==> src/hdl/nfpa_pkg.sv <==
// ----------------------------------------------------------------------------
// nfpa_pkg
// Shared sizes, codes and types of the next-fit page allocator.
// ----------------------------------------------------------------------------
package nfpa_pkg;

	localparam int SLAB_COUNT     = 4;
	localparam int PAGES_PER_SLAB = 256;
	localparam int TOTAL_PAGES    = SLAB_COUNT * PAGES_PER_SLAB;

	// Field widths of the request and response items.
	localparam int SLAB_W = 2;
	localparam int PAGE_W = 8;

	// The bitmap is kept as words of WORD_W page marks.
	localparam int WORD_W     = 32;
	localparam int BIT_W      = $clog2(WORD_W);
	localparam int WORD_COUNT = (TOTAL_PAGES + WORD_W - 1) / WORD_W;
	localparam int ADDR_W     = (WORD_COUNT > 1) ? $clog2(WORD_COUNT) : 1;
	localparam int LIN_W      = ADDR_W + BIT_W;
	localparam int SCAN_W     = $clog2(WORD_COUNT + 2);

	localparam logic ACT_ALLOC = 1'b0;
	localparam logic ACT_FREE  = 1'b1;

	localparam logic STAT_OK      = 1'b0;
	localparam logic STAT_NO_FREE = 1'b1;

	typedef struct packed {
		logic              action;
		logic [SLAB_W-1:0] free_slab;
		logic [PAGE_W-1:0] free_page;
		logic              last;
	} nfpa_req_t;

	typedef struct packed {
		logic              status;
		logic [SLAB_W-1:0] grant_slab;
		logic [PAGE_W-1:0] grant_page;
	} nfpa_rsp_t;

	typedef enum logic [2:0] {
		ST_IDLE,
		ST_SCAN,
		ST_FREE_RD,
		ST_FREE_WR,
		ST_REPLY
	} nfpa_state_t;

	typedef struct packed {
		logic latch;
		logic scan_start;
		logic scan;
		logic free_rd;
		logic free_wr;
		logic load_rsp;
	} nfpa_cmd_t;

	typedef struct packed {
		logic found;
		logic exhausted;
		logic last;
		logic rsp_busy;
	} nfpa_sts_t;

endpackage

==> src/hdl/nfpa_ram.sv <==
// ----------------------------------------------------------------------------
// nfpa_ram
// Generic single-port-write, single-port-read RAM with registered read data.
// ----------------------------------------------------------------------------
module nfpa_ram #(
	parameter int WIDTH = 32,
	parameter int DEPTH = 32
) (
	input  logic                                  clk,
	input  logic                                  we,
	input  logic [((DEPTH > 1) ? $clog2(DEPTH) : 1)-1:0] waddr,
	input  logic [WIDTH-1:0]                      wdata,
	input  logic [((DEPTH > 1) ? $clog2(DEPTH) : 1)-1:0] raddr,
	output logic [WIDTH-1:0]                      rdata
);

	logic [WIDTH-1:0] mem_q [DEPTH];
	logic [WIDTH-1:0] rdata_q;

	always_ff @(posedge clk) begin
		if (we) begin
			mem_q[waddr] <= wdata;
		end
		rdata_q <= mem_q[raddr];
	end

	assign rdata = rdata_q;

endmodule

==> src/hdl/nfpa_ctrl.sv <==
// ----------------------------------------------------------------------------
// nfpa_ctrl
// Sequencer of the allocator: scan, free read-modify-write and reply.
// ----------------------------------------------------------------------------
module nfpa_ctrl import nfpa_pkg::*; (
	input  logic      clk,
	input  logic      arst_n,
	input  logic      req_valid,
	input  logic      req_action,
	output logic      req_stall,
	output nfpa_cmd_t cmd,
	input  nfpa_sts_t sts
);

	nfpa_state_t state_q, state_d;

	always_ff @(posedge clk or negedge arst_n) begin
		if (!arst_n) begin
			state_q <= ST_IDLE;
		end else begin
			state_q <= state_d;
		end
	end

	always_comb begin
		state_d = state_q;
		case (state_q)
			ST_IDLE: begin
				if (req_valid) begin
					state_d = (req_action == ACT_ALLOC) ? ST_SCAN : ST_FREE_RD;
				end
			end
			ST_SCAN: begin
				if (sts.found || sts.exhausted) begin
					state_d = ST_REPLY;
				end
			end
			ST_FREE_RD: begin
				state_d = ST_FREE_WR;
			end
			ST_FREE_WR: begin
				state_d = sts.last ? ST_REPLY : ST_IDLE;
			end
			ST_REPLY: begin
				if (!sts.rsp_busy) begin
					state_d = ST_IDLE;
				end
			end
			default: begin
				state_d = ST_IDLE;
			end
		endcase
	end

	always_comb begin
		req_stall      = (state_q != ST_IDLE);
		cmd.latch      = (state_q == ST_IDLE) && req_valid;
		cmd.scan_start = (state_q == ST_IDLE) && req_valid && (req_action == ACT_ALLOC);
		cmd.scan       = (state_q == ST_SCAN);
		cmd.free_rd    = (state_q == ST_FREE_RD);
		cmd.free_wr    = (state_q == ST_FREE_WR);
		cmd.load_rsp   = (state_q == ST_REPLY) && !sts.rsp_busy;
	end

endmodule

==> src/hdl/nfpa_dp.sv <==
// ----------------------------------------------------------------------------
// nfpa_dp
// Datapath: page bitmap RAM, row valid bits, cursor, word scan and response.
// ----------------------------------------------------------------------------
module nfpa_dp import nfpa_pkg::*; (
	input  logic      clk,
	input  logic      arst_n,
	input  nfpa_req_t req,
	input  nfpa_cmd_t cmd,
	output nfpa_sts_t sts,
	output logic      rsp_valid,
	input  logic      rsp_stall,
	output nfpa_rsp_t rsp
);

	nfpa_req_t             req_q;
	logic [LIN_W-1:0]      cursor_q;
	logic [SCAN_W-1:0]     scan_k_q;
	logic                  rd_vld_s1;
	logic [SCAN_W-1:0]     rd_k_s1;
	logic [ADDR_W-1:0]     rd_addr_s1;
	logic [WORD_COUNT-1:0] row_vld_q;
	nfpa_rsp_t             res_q;
	logic                  rsp_valid_q;
	nfpa_rsp_t             rsp_q;

	logic [ADDR_W-1:0] start_word;
	logic [BIT_W-1:0]  start_bit;
	logic [ADDR_W+1:0] scan_sum;
	logic [ADDR_W-1:0] scan_addr;
	logic              k_done;
	logic              issue;
	logic [LIN_W-1:0]  free_lin;
	logic              free_ok;
	logic [ADDR_W-1:0] ram_raddr;
	logic [WORD_W-1:0] ram_rdata;
	logic [WORD_W-1:0] range_mask;
	logic [WORD_W-1:0] k_mask;
	logic [WORD_W-1:0] word_eff;
	logic [WORD_W-1:0] cand;
	logic [WORD_W-1:0] onehot;
	logic [BIT_W-1:0]  bitpos;
	logic              any_free;
	logic [LIN_W-1:0]  found_lin;
	logic              scan_wr;
	logic              free_wr;
	logic              ram_we;
	logic [WORD_W-1:0] ram_wdata;

	assign start_word = cursor_q[LIN_W-1:BIT_W];
	assign start_bit  = cursor_q[BIT_W-1:0];

	// Word k of the scan sits k words after the cursor word, wrapping once.
	assign scan_sum  = (ADDR_W+2)'(start_word) + (ADDR_W+2)'(scan_k_q);
	assign scan_addr = (scan_sum >= (ADDR_W+2)'(WORD_COUNT))
		? ADDR_W'(scan_sum - (ADDR_W+2)'(WORD_COUNT)) : ADDR_W'(scan_sum);
	assign k_done    = (scan_k_q > SCAN_W'(WORD_COUNT));
	assign issue     = cmd.scan && !k_done;

	assign free_lin = LIN_W'(int'(req_q.free_slab) * PAGES_PER_SLAB + int'(req_q.free_page));
	assign free_ok  = (int'(req_q.free_slab) < SLAB_COUNT)
		&& (int'(req_q.free_page) < PAGES_PER_SLAB);

	assign ram_raddr = cmd.free_rd ? free_lin[LIN_W-1:BIT_W] : scan_addr;

	nfpa_ram #(
		.WIDTH (WORD_W),
		.DEPTH (WORD_COUNT)
	) u_bitmap (
		.clk   (clk),
		.we    (ram_we),
		.waddr (rd_addr_s1),
		.wdata (ram_wdata),
		.raddr (ram_raddr),
		.rdata (ram_rdata)
	);

	// The first scanned word only counts marks from the cursor on, and the
	// final revisit of that word only the marks below the cursor.
	always_comb begin
		for (int b = 0; b < WORD_W; b++) begin
			range_mask[b] = (int'({rd_addr_s1, BIT_W'(b)}) < TOTAL_PAGES);
			if (rd_k_s1 == '0) begin
				k_mask[b] = (BIT_W'(b) >= start_bit);
			end else if (rd_k_s1 == SCAN_W'(WORD_COUNT)) begin
				k_mask[b] = (BIT_W'(b) < start_bit);
			end else begin
				k_mask[b] = 1'b1;
			end
		end
	end

	// A row never written since reset reads as all pages free.
	assign word_eff = (ram_rdata & {WORD_W{row_vld_q[rd_addr_s1]}}) | ~range_mask;
	assign cand     = ~word_eff & k_mask;
	assign onehot   = cand & (~cand + WORD_W'(1));
	assign any_free = |cand;

	always_comb begin
		bitpos = '0;
		for (int b = 0; b < WORD_W; b++) begin
			if (onehot[b]) begin
				bitpos = bitpos | BIT_W'(b);
			end
		end
	end

	assign found_lin = {rd_addr_s1, bitpos};

	assign sts.found     = rd_vld_s1 && any_free;
	assign sts.exhausted = rd_vld_s1 && (rd_k_s1 == SCAN_W'(WORD_COUNT)) && !any_free;
	assign sts.last      = req_q.last;
	assign sts.rsp_busy  = rsp_valid_q && rsp_stall;

	assign scan_wr   = cmd.scan && sts.found;
	assign free_wr   = cmd.free_wr && free_ok;
	assign ram_we    = scan_wr || free_wr;
	assign ram_wdata = scan_wr ? (word_eff | onehot)
		: (word_eff & ~(WORD_W'(1) << free_lin[BIT_W-1:0]));

	always_ff @(posedge clk) begin
		if (cmd.latch) begin
			req_q <= req;
		end
		rd_k_s1    <= scan_k_q;
		rd_addr_s1 <= ram_raddr;
		if (scan_wr) begin
			res_q.status     <= STAT_OK;
			res_q.grant_slab <= SLAB_W'(found_lin / PAGES_PER_SLAB);
			res_q.grant_page <= PAGE_W'(found_lin % PAGES_PER_SLAB);
		end else if (cmd.scan && sts.exhausted) begin
			res_q <= '{status: STAT_NO_FREE, grant_slab: '0, grant_page: '0};
		end else if (cmd.free_wr && req_q.last) begin
			res_q <= '{status: STAT_OK, grant_slab: '0, grant_page: '0};
		end
		if (cmd.load_rsp) begin
			rsp_q <= res_q;
		end
	end

	always_ff @(posedge clk or negedge arst_n) begin
		if (!arst_n) begin
			cursor_q    <= '0;
			scan_k_q    <= '0;
			rd_vld_s1   <= 1'b0;
			row_vld_q   <= '0;
			rsp_valid_q <= 1'b0;
		end else begin
			if (cmd.scan_start) begin
				scan_k_q <= '0;
			end else if (issue) begin
				scan_k_q <= scan_k_q + SCAN_W'(1);
			end
			rd_vld_s1 <= issue;
			if (scan_wr) begin
				cursor_q <= found_lin;
			end
			if (ram_we) begin
				row_vld_q[rd_addr_s1] <= 1'b1;
			end
			if (cmd.load_rsp) begin
				rsp_valid_q <= 1'b1;
			end else if (!rsp_stall) begin
				rsp_valid_q <= 1'b0;
			end
		end
	end

	assign rsp_valid = rsp_valid_q;
	assign rsp       = rsp_q;

	assert property (@(posedge clk) disable iff (!arst_n)
		cmd.load_rsp |-> !(rsp_valid_q && rsp_stall))
		else $error("response loaded over a stalled response");

	assert property (@(posedge clk) disable iff (!arst_n)
		cmd.load_rsp |=> rsp_valid_q)
		else $error("loaded response not presented");

	assert property (@(posedge clk) disable iff (!arst_n)
		int'(cursor_q) < TOTAL_PAGES)
		else $error("cursor beyond the last page");

	assert property (@(posedge clk) disable iff (!arst_n)
		rd_vld_s1 |-> (rd_k_s1 <= SCAN_W'(WORD_COUNT)))
		else $error("scan read past the wrap-around word");

endmodule

==> src/hdl/next_fit_page_allocator.sv <==
// ----------------------------------------------------------------------------
// next_fit_page_allocator
// Next-fit page allocator over a bitmap of page marks across all slabs.
// ----------------------------------------------------------------------------
// Usage: requests enter on req/req_valid and are taken at an edge where
// req_valid is high and req_stall is low. An allocate item scans the bitmap
// from the cursor page, wrapping once, and returns the first free page found
// (or status no free page). A free item clears one page mark; only a free
// item with last set gives a reply, with status success.
// Responses leave on rsp/rsp_valid and are taken when rsp_stall is low. The
// response register holds a result while the receiver stalls, and the block
// goes on taking new items; a further result waits until the register frees.
// Timing: the bitmap RAM gives one 32-page word per cycle through its single
// read port, so an allocate reads words from the cursor word on until it finds
// a free page, and when none is free reads every word and the cursor word once
// more. A free reads the word of its page and writes it back, then replies if
// last is set. One item is in work at a time.
// Reset: all pages read as free at once (per-row valid bits), and the cursor
// points at slab 0, page 0. No clearing pass is needed.
// ----------------------------------------------------------------------------
module next_fit_page_allocator import nfpa_pkg::*; (
	input  logic      clk,
	input  logic      arst_n,
	input  logic      req_valid,
	output logic      req_stall,
	input  nfpa_req_t req,
	output logic      rsp_valid,
	input  logic      rsp_stall,
	output nfpa_rsp_t rsp
);

	nfpa_cmd_t cmd;
	nfpa_sts_t sts;

	nfpa_ctrl u_ctrl (
		.clk        (clk),
		.arst_n     (arst_n),
		.req_valid  (req_valid),
		.req_action (req.action),
		.req_stall  (req_stall),
		.cmd        (cmd),
		.sts        (sts)
	);

	nfpa_dp u_dp (
		.clk       (clk),
		.arst_n    (arst_n),
		.req       (req),
		.cmd       (cmd),
		.sts       (sts),
		.rsp_valid (rsp_valid),
		.rsp_stall (rsp_stall),
		.rsp       (rsp)
	);

endmodule
==> config.mk <==
export PLATFORM = sky130hd
export DESIGN_NAME = next_fit_page_allocator
export DESIGN_NICKNAME = d
export VERILOG_FILES = /design/src/hdl/nfpa_pkg.sv /design/src/hdl/nfpa_ram.sv /design/src/hdl/nfpa_ctrl.sv /design/src/hdl/nfpa_dp.sv /design/src/hdl/next_fit_page_allocator.sv
export SDC_FILE = /design/constraint.sdc
export NUM_CORES = 1
export LEC_CHECK = 0
export BUFFER_PORTS_ARGS = -buffer_cell sky130_fd_sc_hd__buf_4
export CORE_MARGIN = 1
export CORE_UTILIZATION = 41
export DETAILED_ROUTE_END_ITERATION = 7
export SYNTH_ARGS = -nofsm -noshare
export SYNTH_HDL_FRONTEND = slang
export SYNTH_SLANG_ARGS = --single-unit
==> constraint.sdc <==
create_clock -name clk -period 5.5 [get_ports clk]
set_input_delay 0.275 -clock clk [delete_from_list [all_inputs] [get_ports clk]]
set_output_delay 0.275 -clock clk [all_outputs]
set_load 0.02 [all_outputs]
# After elaboration in Yosys (flattened, before gate mapping)
# Memories as Yosys holds them, arrays and structs flattened. A register that Yosys moved wholly into a read port is not among the register bits.
# Index checks and enable logic that the tools add are counted.
[totals]
regBits = 97
ram_bits = 1024
in_bits = 16
word_cells = 292
mem_count = 1
[mem_list]
columns = ["memory", "words", "word_bits", "rd", "rd_ports_with_merged_regs", "wr", "line", "source"]
rows = [
  ["u_dp.u_bitmap.mem_q", 32, 32, 1, 1, 1, "nfpa_ram.sv:17", "logic [WIDTH-1:0] mem_q [DEPTH];"],
]
[op_classes]
addsub = 5
order_cmp = 68
n_eq_ne = 9
n_shift = 1
n_mux = 157
bitwise = 10
n_reduce_logical = 24
[ops]
columns = ["op", "n"]
rows = [
  ["bitwise AND 32 bit", 4],
  ["two-way mux 1 bit", 104],
  ["NOT 32 bit", 3],
  ["two-way mux 5 bit", 18],
  ["greater-or-equal comparator 5 bit, first input constant", 16],
  ["less-than comparator 5 bit, first input constant", 16],
  ["OR 32 bit", 2],
  ["two-way mux 11 bit", 5],
  ["greater-or-equal comparator 4 x 5 -> 1 bit, first input constant", 8],
  ["less-than comparator 4 x 5 -> 1 bit, first input constant", 8],
  ["two-way mux 3 bit", 11],
  ["adder 32 x 1 -> 32 bit, second input constant", 1],
  ["two-way mux 32 bit", 1],
  ["two-way mux 4 bit", 8],
  ["OR reduction 32 bit", 1],
  ["left shift 1 x 5 -> 32 bit, first input constant", 1],
  ["greater-or-equal comparator 3 x 5 -> 1 bit, first input constant", 4],
  ["less-than comparator 3 x 5 -> 1 bit, first input constant", 4],
  ["two-way mux 6 bit", 3],
  ["one-hot mux 3 bit (5 select lines)", 1],
  ["logical AND 1 bit", 12],
  ["adder 10 x 8 -> 10 bit", 1],
  ["greater-or-equal comparator 1 x 5 -> 1 bit, first input constant", 2],
  ["greater-or-equal comparator 2 x 5 -> 1 bit, first input constant", 2],
  ["27 further kinds", 38],
]

# Logic depth before layout (Yosys ltp)
[depth]
depth_word = 40
ltp_mapped = 14
mapped_depth_nobuf = 10

# Hierarchy
# A second synthesis with hierarchy kept.
[hier_totals]
hier_cells = 3088
hier_area_um2 = 47737.0
[by_module_without_submodules]
columns = ["module", "n_inst", "cells_each", "area_each_um2", "seq_area_each_um2"]
rows = [
  ["nfpa_ram", 1, 2260, 40492.6, 31390.1],
  ["nfpa_dp", 1, 802, 7018.0, 2452.4],
  ["nfpa_ctrl", 1, 26, 226.5, 75.1],
]

# Worst setup path before layout
# Ideal clock, no wire load.
[synth_path]
kind = "register to register"
startpoint = "reg u_dp.cursor_q[0]"
endpoint = "mem u_dp.u_bitmap.mem_q[0][0] (enable)"
setup_time_ps = 461
arrival_ps = 4933
required_ps = 5039
slack_ps = 106
path_stages_with_launch = 13
period_less_slack_ps = 5394
path_cell_list = "dfrtp_1 > clkbuf_1 > clkbuf_1 > o41ai_1 > o21ai_0 > o221ai_1 > nor3_1 > o21ai_0 > o41a_1 > buf_2 > nor2_1 > buf_2 > nor3_1"
[synth_between]
elab_chain_len = 11
elab_cells_between_ends = 167
cone_classes = "64 x order compare; 98 x mux; 1 x bitwise; 4 x reduce/logical"
[synth_lines]
columns = ["item", "line", "source"]
rows = [
  ["from (decl)", "nfpa_dp.sv:17", "logic [LIN_W-1:0] cursor_q;"],
  ["from (signal assigned)", "nfpa_dp.sv:156", "cursor_q <= found_lin;"],
  ["less-than comparator 1 x 5 -> 1 bit, or another cell as far along", "nfpa_dp.sv:86", "k_mask[b] = (BIT_W'(b) < start_bit);"],
  ["two-way mux 1 bit", "nfpa_dp.sv:85", "end else if (rd_k_s1 == SCAN_W'(WORD_COUNT)) begin"],
  ["two-way mux 1 bit (2 in a row)", "nfpa_dp.sv:83", "if (rd_k_s1 == '0) begin"],
  ["bitwise AND 32 bit (*)", "nfpa_dp.sv:95", "assign cand = ~word_eff & k_mask;"],
  ["OR reduction 32 bit (*)", "nfpa_dp.sv:97", "assign any_free = |cand;"],
  ["logical AND 1 bit (*)", "nfpa_dp.sv:110", "assign sts.found = rd_vld_s1 && any_free;"],
  ["logical AND 1 bit (*)", "nfpa_dp.sv:115", "assign scan_wr = cmd.scan && sts.found;"],
  ["logical OR 1 bit (*)", "nfpa_dp.sv:117", "assign ram_we = scan_wr || free_wr;"],
  ["two-way mux 1 bit (*)", "nfpa_ram.sv:21", "if (we) begin"],
  ["two-way mux 1 bit (implied by the code) (*)", "nfpa_ram.sv:22", "mem_q[waddr] <= wdata;"],
  ["to (decl)", "nfpa_ram.sv:17", ""],
]
# Mark *: on every way between the ends. The rest lies on a longest branch, timed or not. The select of a mux whose other input is x is not followed.

# Worst setup path in the final report
[layout_path]
startpoint = "reg u_dp.cursor_q[4]"
endpoint = "mem u_dp.u_bitmap.mem_q[3][29], data pin"
[layout_between]
elab_chain_len = 10
elab_cells_between_ends = 169
cone_classes = "1 x add/sub; 64 x order compare; 97 x mux; 4 x bitwise; 3 x reduce/logical"
[layout_lines]
columns = ["item", "line", "source"]
rows = [
  ["less-than comparator 1 x 5 -> 1 bit, or another cell as far along", "nfpa_dp.sv:86", ""],
  ["two-way mux 1 bit", "nfpa_dp.sv:85", ""],
  ["two-way mux 1 bit (2 in a row)", "nfpa_dp.sv:83", ""],
  ["bitwise AND 32 bit (*)", "nfpa_dp.sv:95", ""],
  ["NOT 32 bit", "nfpa_dp.sv:96", "assign onehot = cand & (~cand + WORD_W'(1));"],
  ["adder 32 x 1 -> 32 bit", "nfpa_dp.sv:96", ""],
  ["bitwise AND 32 bit", "nfpa_dp.sv:96", ""],
  ["OR 32 bit", "nfpa_dp.sv:118", "assign ram_wdata = scan_wr ? (word_eff | onehot)"],
  ["two-way mux 32 bit (*)", "nfpa_dp.sv:118", ""],
  ["via u_dp.ram_wdata[29]", "nfpa_dp.sv:48", "logic [WORD_W-1:0] ram_wdata;"],
]
# The timed path passes the listed nets; every way through them passes the cells marked *. The select of a mux whose other input is x is not followed.

==> flow_summary.ini <==
[clock_tree]
path_clk_slew_ns = 0.06
postCtsResizedCells = 0
clkSinkCount = 1153
h-tree-depth = 3
post_cts_buffers = 0
cts_buffer_depth = 3
clkLatencyLatePin_ns = 0.72
holdBufCountCts = 15
cts_made_buffers = 115
tritoncts = built
root_buffer = clkbuf_16

[cells_and_area]
area_delta_synth_final_pct = 13.8
drive_above_1_share = 0.108
finalNonFillerCells = 5524
utilization = 0.473
nets = 3935
antenna_cells = 0

[logic_synthesis]
yosys.area.top_type_share = 0.663
yosys_warnings = 0
ys_seq_area_frac = 0.709
ys.flop_type = edfxtp_1
synth_nets = 3901
synth_area_leaders = edfxtp_1 66%, nand2_1 8.9%, a311oi_1 4.1%
synth-seq-cells = 1153
ys_types = 78
synth-edff-count = 1056
syn_area_per_cell_sq_um = 12.3
synth_area_sq_um = 47800
yosysTopAreaCell = edfxtp_1
async_reset_ff_frac = 0.0460
synth_cells = 3878

[global_routing]
grt_max_degree = 141
grt.total_usage = 0.231
grt_pass1_vias = 30500
grt.overflow.total = 0
antenna_found_initial = 1
grt_pass1_wl_mm = 203

[worst_setup_path]
cpPeakStageDelay_ns = 0.97
cp_top_family = compound AO/OA/AOI/OAI gates
critPathCapture = u_dp.u_bitmap.mem_q[3][29]
rr_startpoint = u_dp.cursor_q[4]
required_ns = 5.79
critPathLaunchType = register
cp_cell_sequence = nor2_1, o21a_1, nor3_1, o22ai_1, o31ai_2, nand3_4, buf_4, o41ai_4, buf_12, and3_1, buf_4, a21oi_2
crit_type = reg2reg
worstPathMaxFanout = 32
crit_buf_inv = 3
crit_start = u_dp.cursor_q[4]
r2r_slack_ns = 0.57
r2r-end = u_dp.u_bitmap.mem_q[3][29]
slowest_stage = dfrtp_1
cp_common_cell = buf_4
cp_data_arrival_time_ns = 5.22
reg2regPathDepth = 12
crit_cells = 12
end_kind = register

[route]
top_layer = met4
wl_met1_mm = 60.4
route.vias.total = 32200
dr.pass1.iters = 6
route.met3.wl_mm = 10.1
viasPerCell = 5.83
routed_wl_mm = 138
drc = 0
drt_iter0_drc = 3728
wire_per_inst_um = 24.9
wl_met2_mm = 62.8
ant_nets = 0

[worst_hold_path]
hold_class = in2reg

[floorplanning]
pin_count = 29
core_area_sq_um = 115000
die_height_um = 344
fp.dieW_um = 344
num_rows = 124
start_util = 0.416
dieArea_sq_um = 118000

[timing]
rsz0062_at_grt = false
tightest_slew_ns = 1.36
max_freq_ghz = 0.203
finalHoldViolations = 0
min_period_ns = 4.93
fin_crit_sh = 0.896
setup_viol = 0
fin_skew_ns = 0.0292
relSlewSlack = 0.0940
tns_ns = 0
finalMaxSlewViolations = 0

[job]
cap_violations = 0

[placement]
place.gp.congestion = 0.962
io_buffers = 28
dp.cells = 5292
place_hpwl_mm = 78.9

[outcome]
status = finished, final reports clean
==> state kept, by name, summed over array words and instances, names as in the netlist <==
signal	count
u_ctrl.state_q	3
u_dp.cursor_q	10
u_dp.rd_addr_s1	5
u_dp.rd_k_s1	6
u_dp.rd_vld_s1	1
u_dp.req_q	10
u_dp.res_q	11
u_dp.row_vld_q	32
u_dp.rsp	11
u_dp.rsp_valid	1
u_dp.scan_k_q	6
u_dp.sts	1
u_dp.u_bitmap.mem_q	1024
u_dp.u_bitmap.rdata	32
==> through the flow <==
stage	hold WS [ns]	cell area, sq um	setup slack, ns
finish	0.0926	54400	0.570
global route	0.116	54400	0.296
CTS	0.0615	54400	0.607
detailed placement	0.370	50700	0.637
global placement	0.366	50700	0.603
floorplan	-0.0206	47800	0.106
==> cell families after synthesis <==
| group | count (synthesis) | share of synthesized area |
|---|---|---|
| buffers and inverters | 313 | 0.0252 |
| flip-flops | 1153 | 0.709 |
| multiplexers | 27 | 0.00568 |
| adder cells (fa/ha/maj) | 7 | 0.00199 |
| AND/OR/NAND/NOR | 1733 | 0.157 |
| AO/OA/AOI/OAI | 626 | 0.0979 |
| XOR/XNOR | 19 | 0.00348 |
==> placed cells by master, fill, tap and decap left out, types with 42 or more instances in the layout <==
cell type	n
nor2_1	62
nand2_1	1133
edfxtp_1	1056
o31ai_1	42
clkbuf_16	117
a21oi_1	88
buf_4	163
a311oi_1	225
clkbuf_1	43
and3_1	135
dfrtp_1	53
nand3_1	274
a31oi_1	48
dfxtp_1	44
==> metal layers <==
| layer | track usage | vias up |
|---|---|---|
| met2 | 0.353 | 1238 |
| li1 | - | 14500 |
| met3 | 0.0369 | 233 |
| met1 | 0.334 | 16200 |
| met4 | 0.0786 | 0 |
| met5 | 0 | - |
==> worst min path at each step <==
stage | end | from | cells past startpoint | slack, ns
after floorplan | u_ctrl.state_q[0] | arst_n | 0 | -0.02
after global placement | u_dp.scan_k_q[2] | arst_n | 1 | 0.37
after detailed placement | u_dp.scan_k_q[2] | arst_n | 1 | 0.37
after CTS | u_ctrl.state_q[0] | req_valid | 4 | 0.06
after global routing | u_ctrl.state_q[0] | req_valid | 4 | 0.12
final | u_ctrl.state_q[0] | req_valid | 4 | 0.09
==> final cells by class <==
type	count	area [sq um]
Clock buffer	169	3210
Clock inverter	48	312
Fill cell	10100	60500
Inverter	31	131
Multi-Input combinational cell	2412	13200
Sequential cell	1153	33900
Tap cell	1512	1890
Timing Repair Buffer	199	1790
==> Yosys cell counts (all sizes together), types with 9 or more instances <==
library cell	count
nand4	10
nor3	33
o21ai	37
a22oi	15
a21oi	104
buf	52
clkbuf	230
nand3	275
nor2	83
o22ai	11
edfxtp	1056
a211oi	13
nor4	9
mux2i	26
nand2	1133
xnor2	16
o211ai	14
o21bai	27
dfxtp	44
a311oi	225
nand2b	10
and3	135
o21a	11
o31ai	44
and2	11
a21o	17
dfrtp	53
inv	30
a31oi	53
==> tightest hold or removal path, stage by stage <==
cell and delay [ns]:
buf_4 0.09, nor2b_1 0.17, o31ai_1 0.08, a31oi_1 0.13
Power is left out: the tool's default activity adds up to more than one toggle a clock period on the data nets, which glitch-free logic cannot reach.
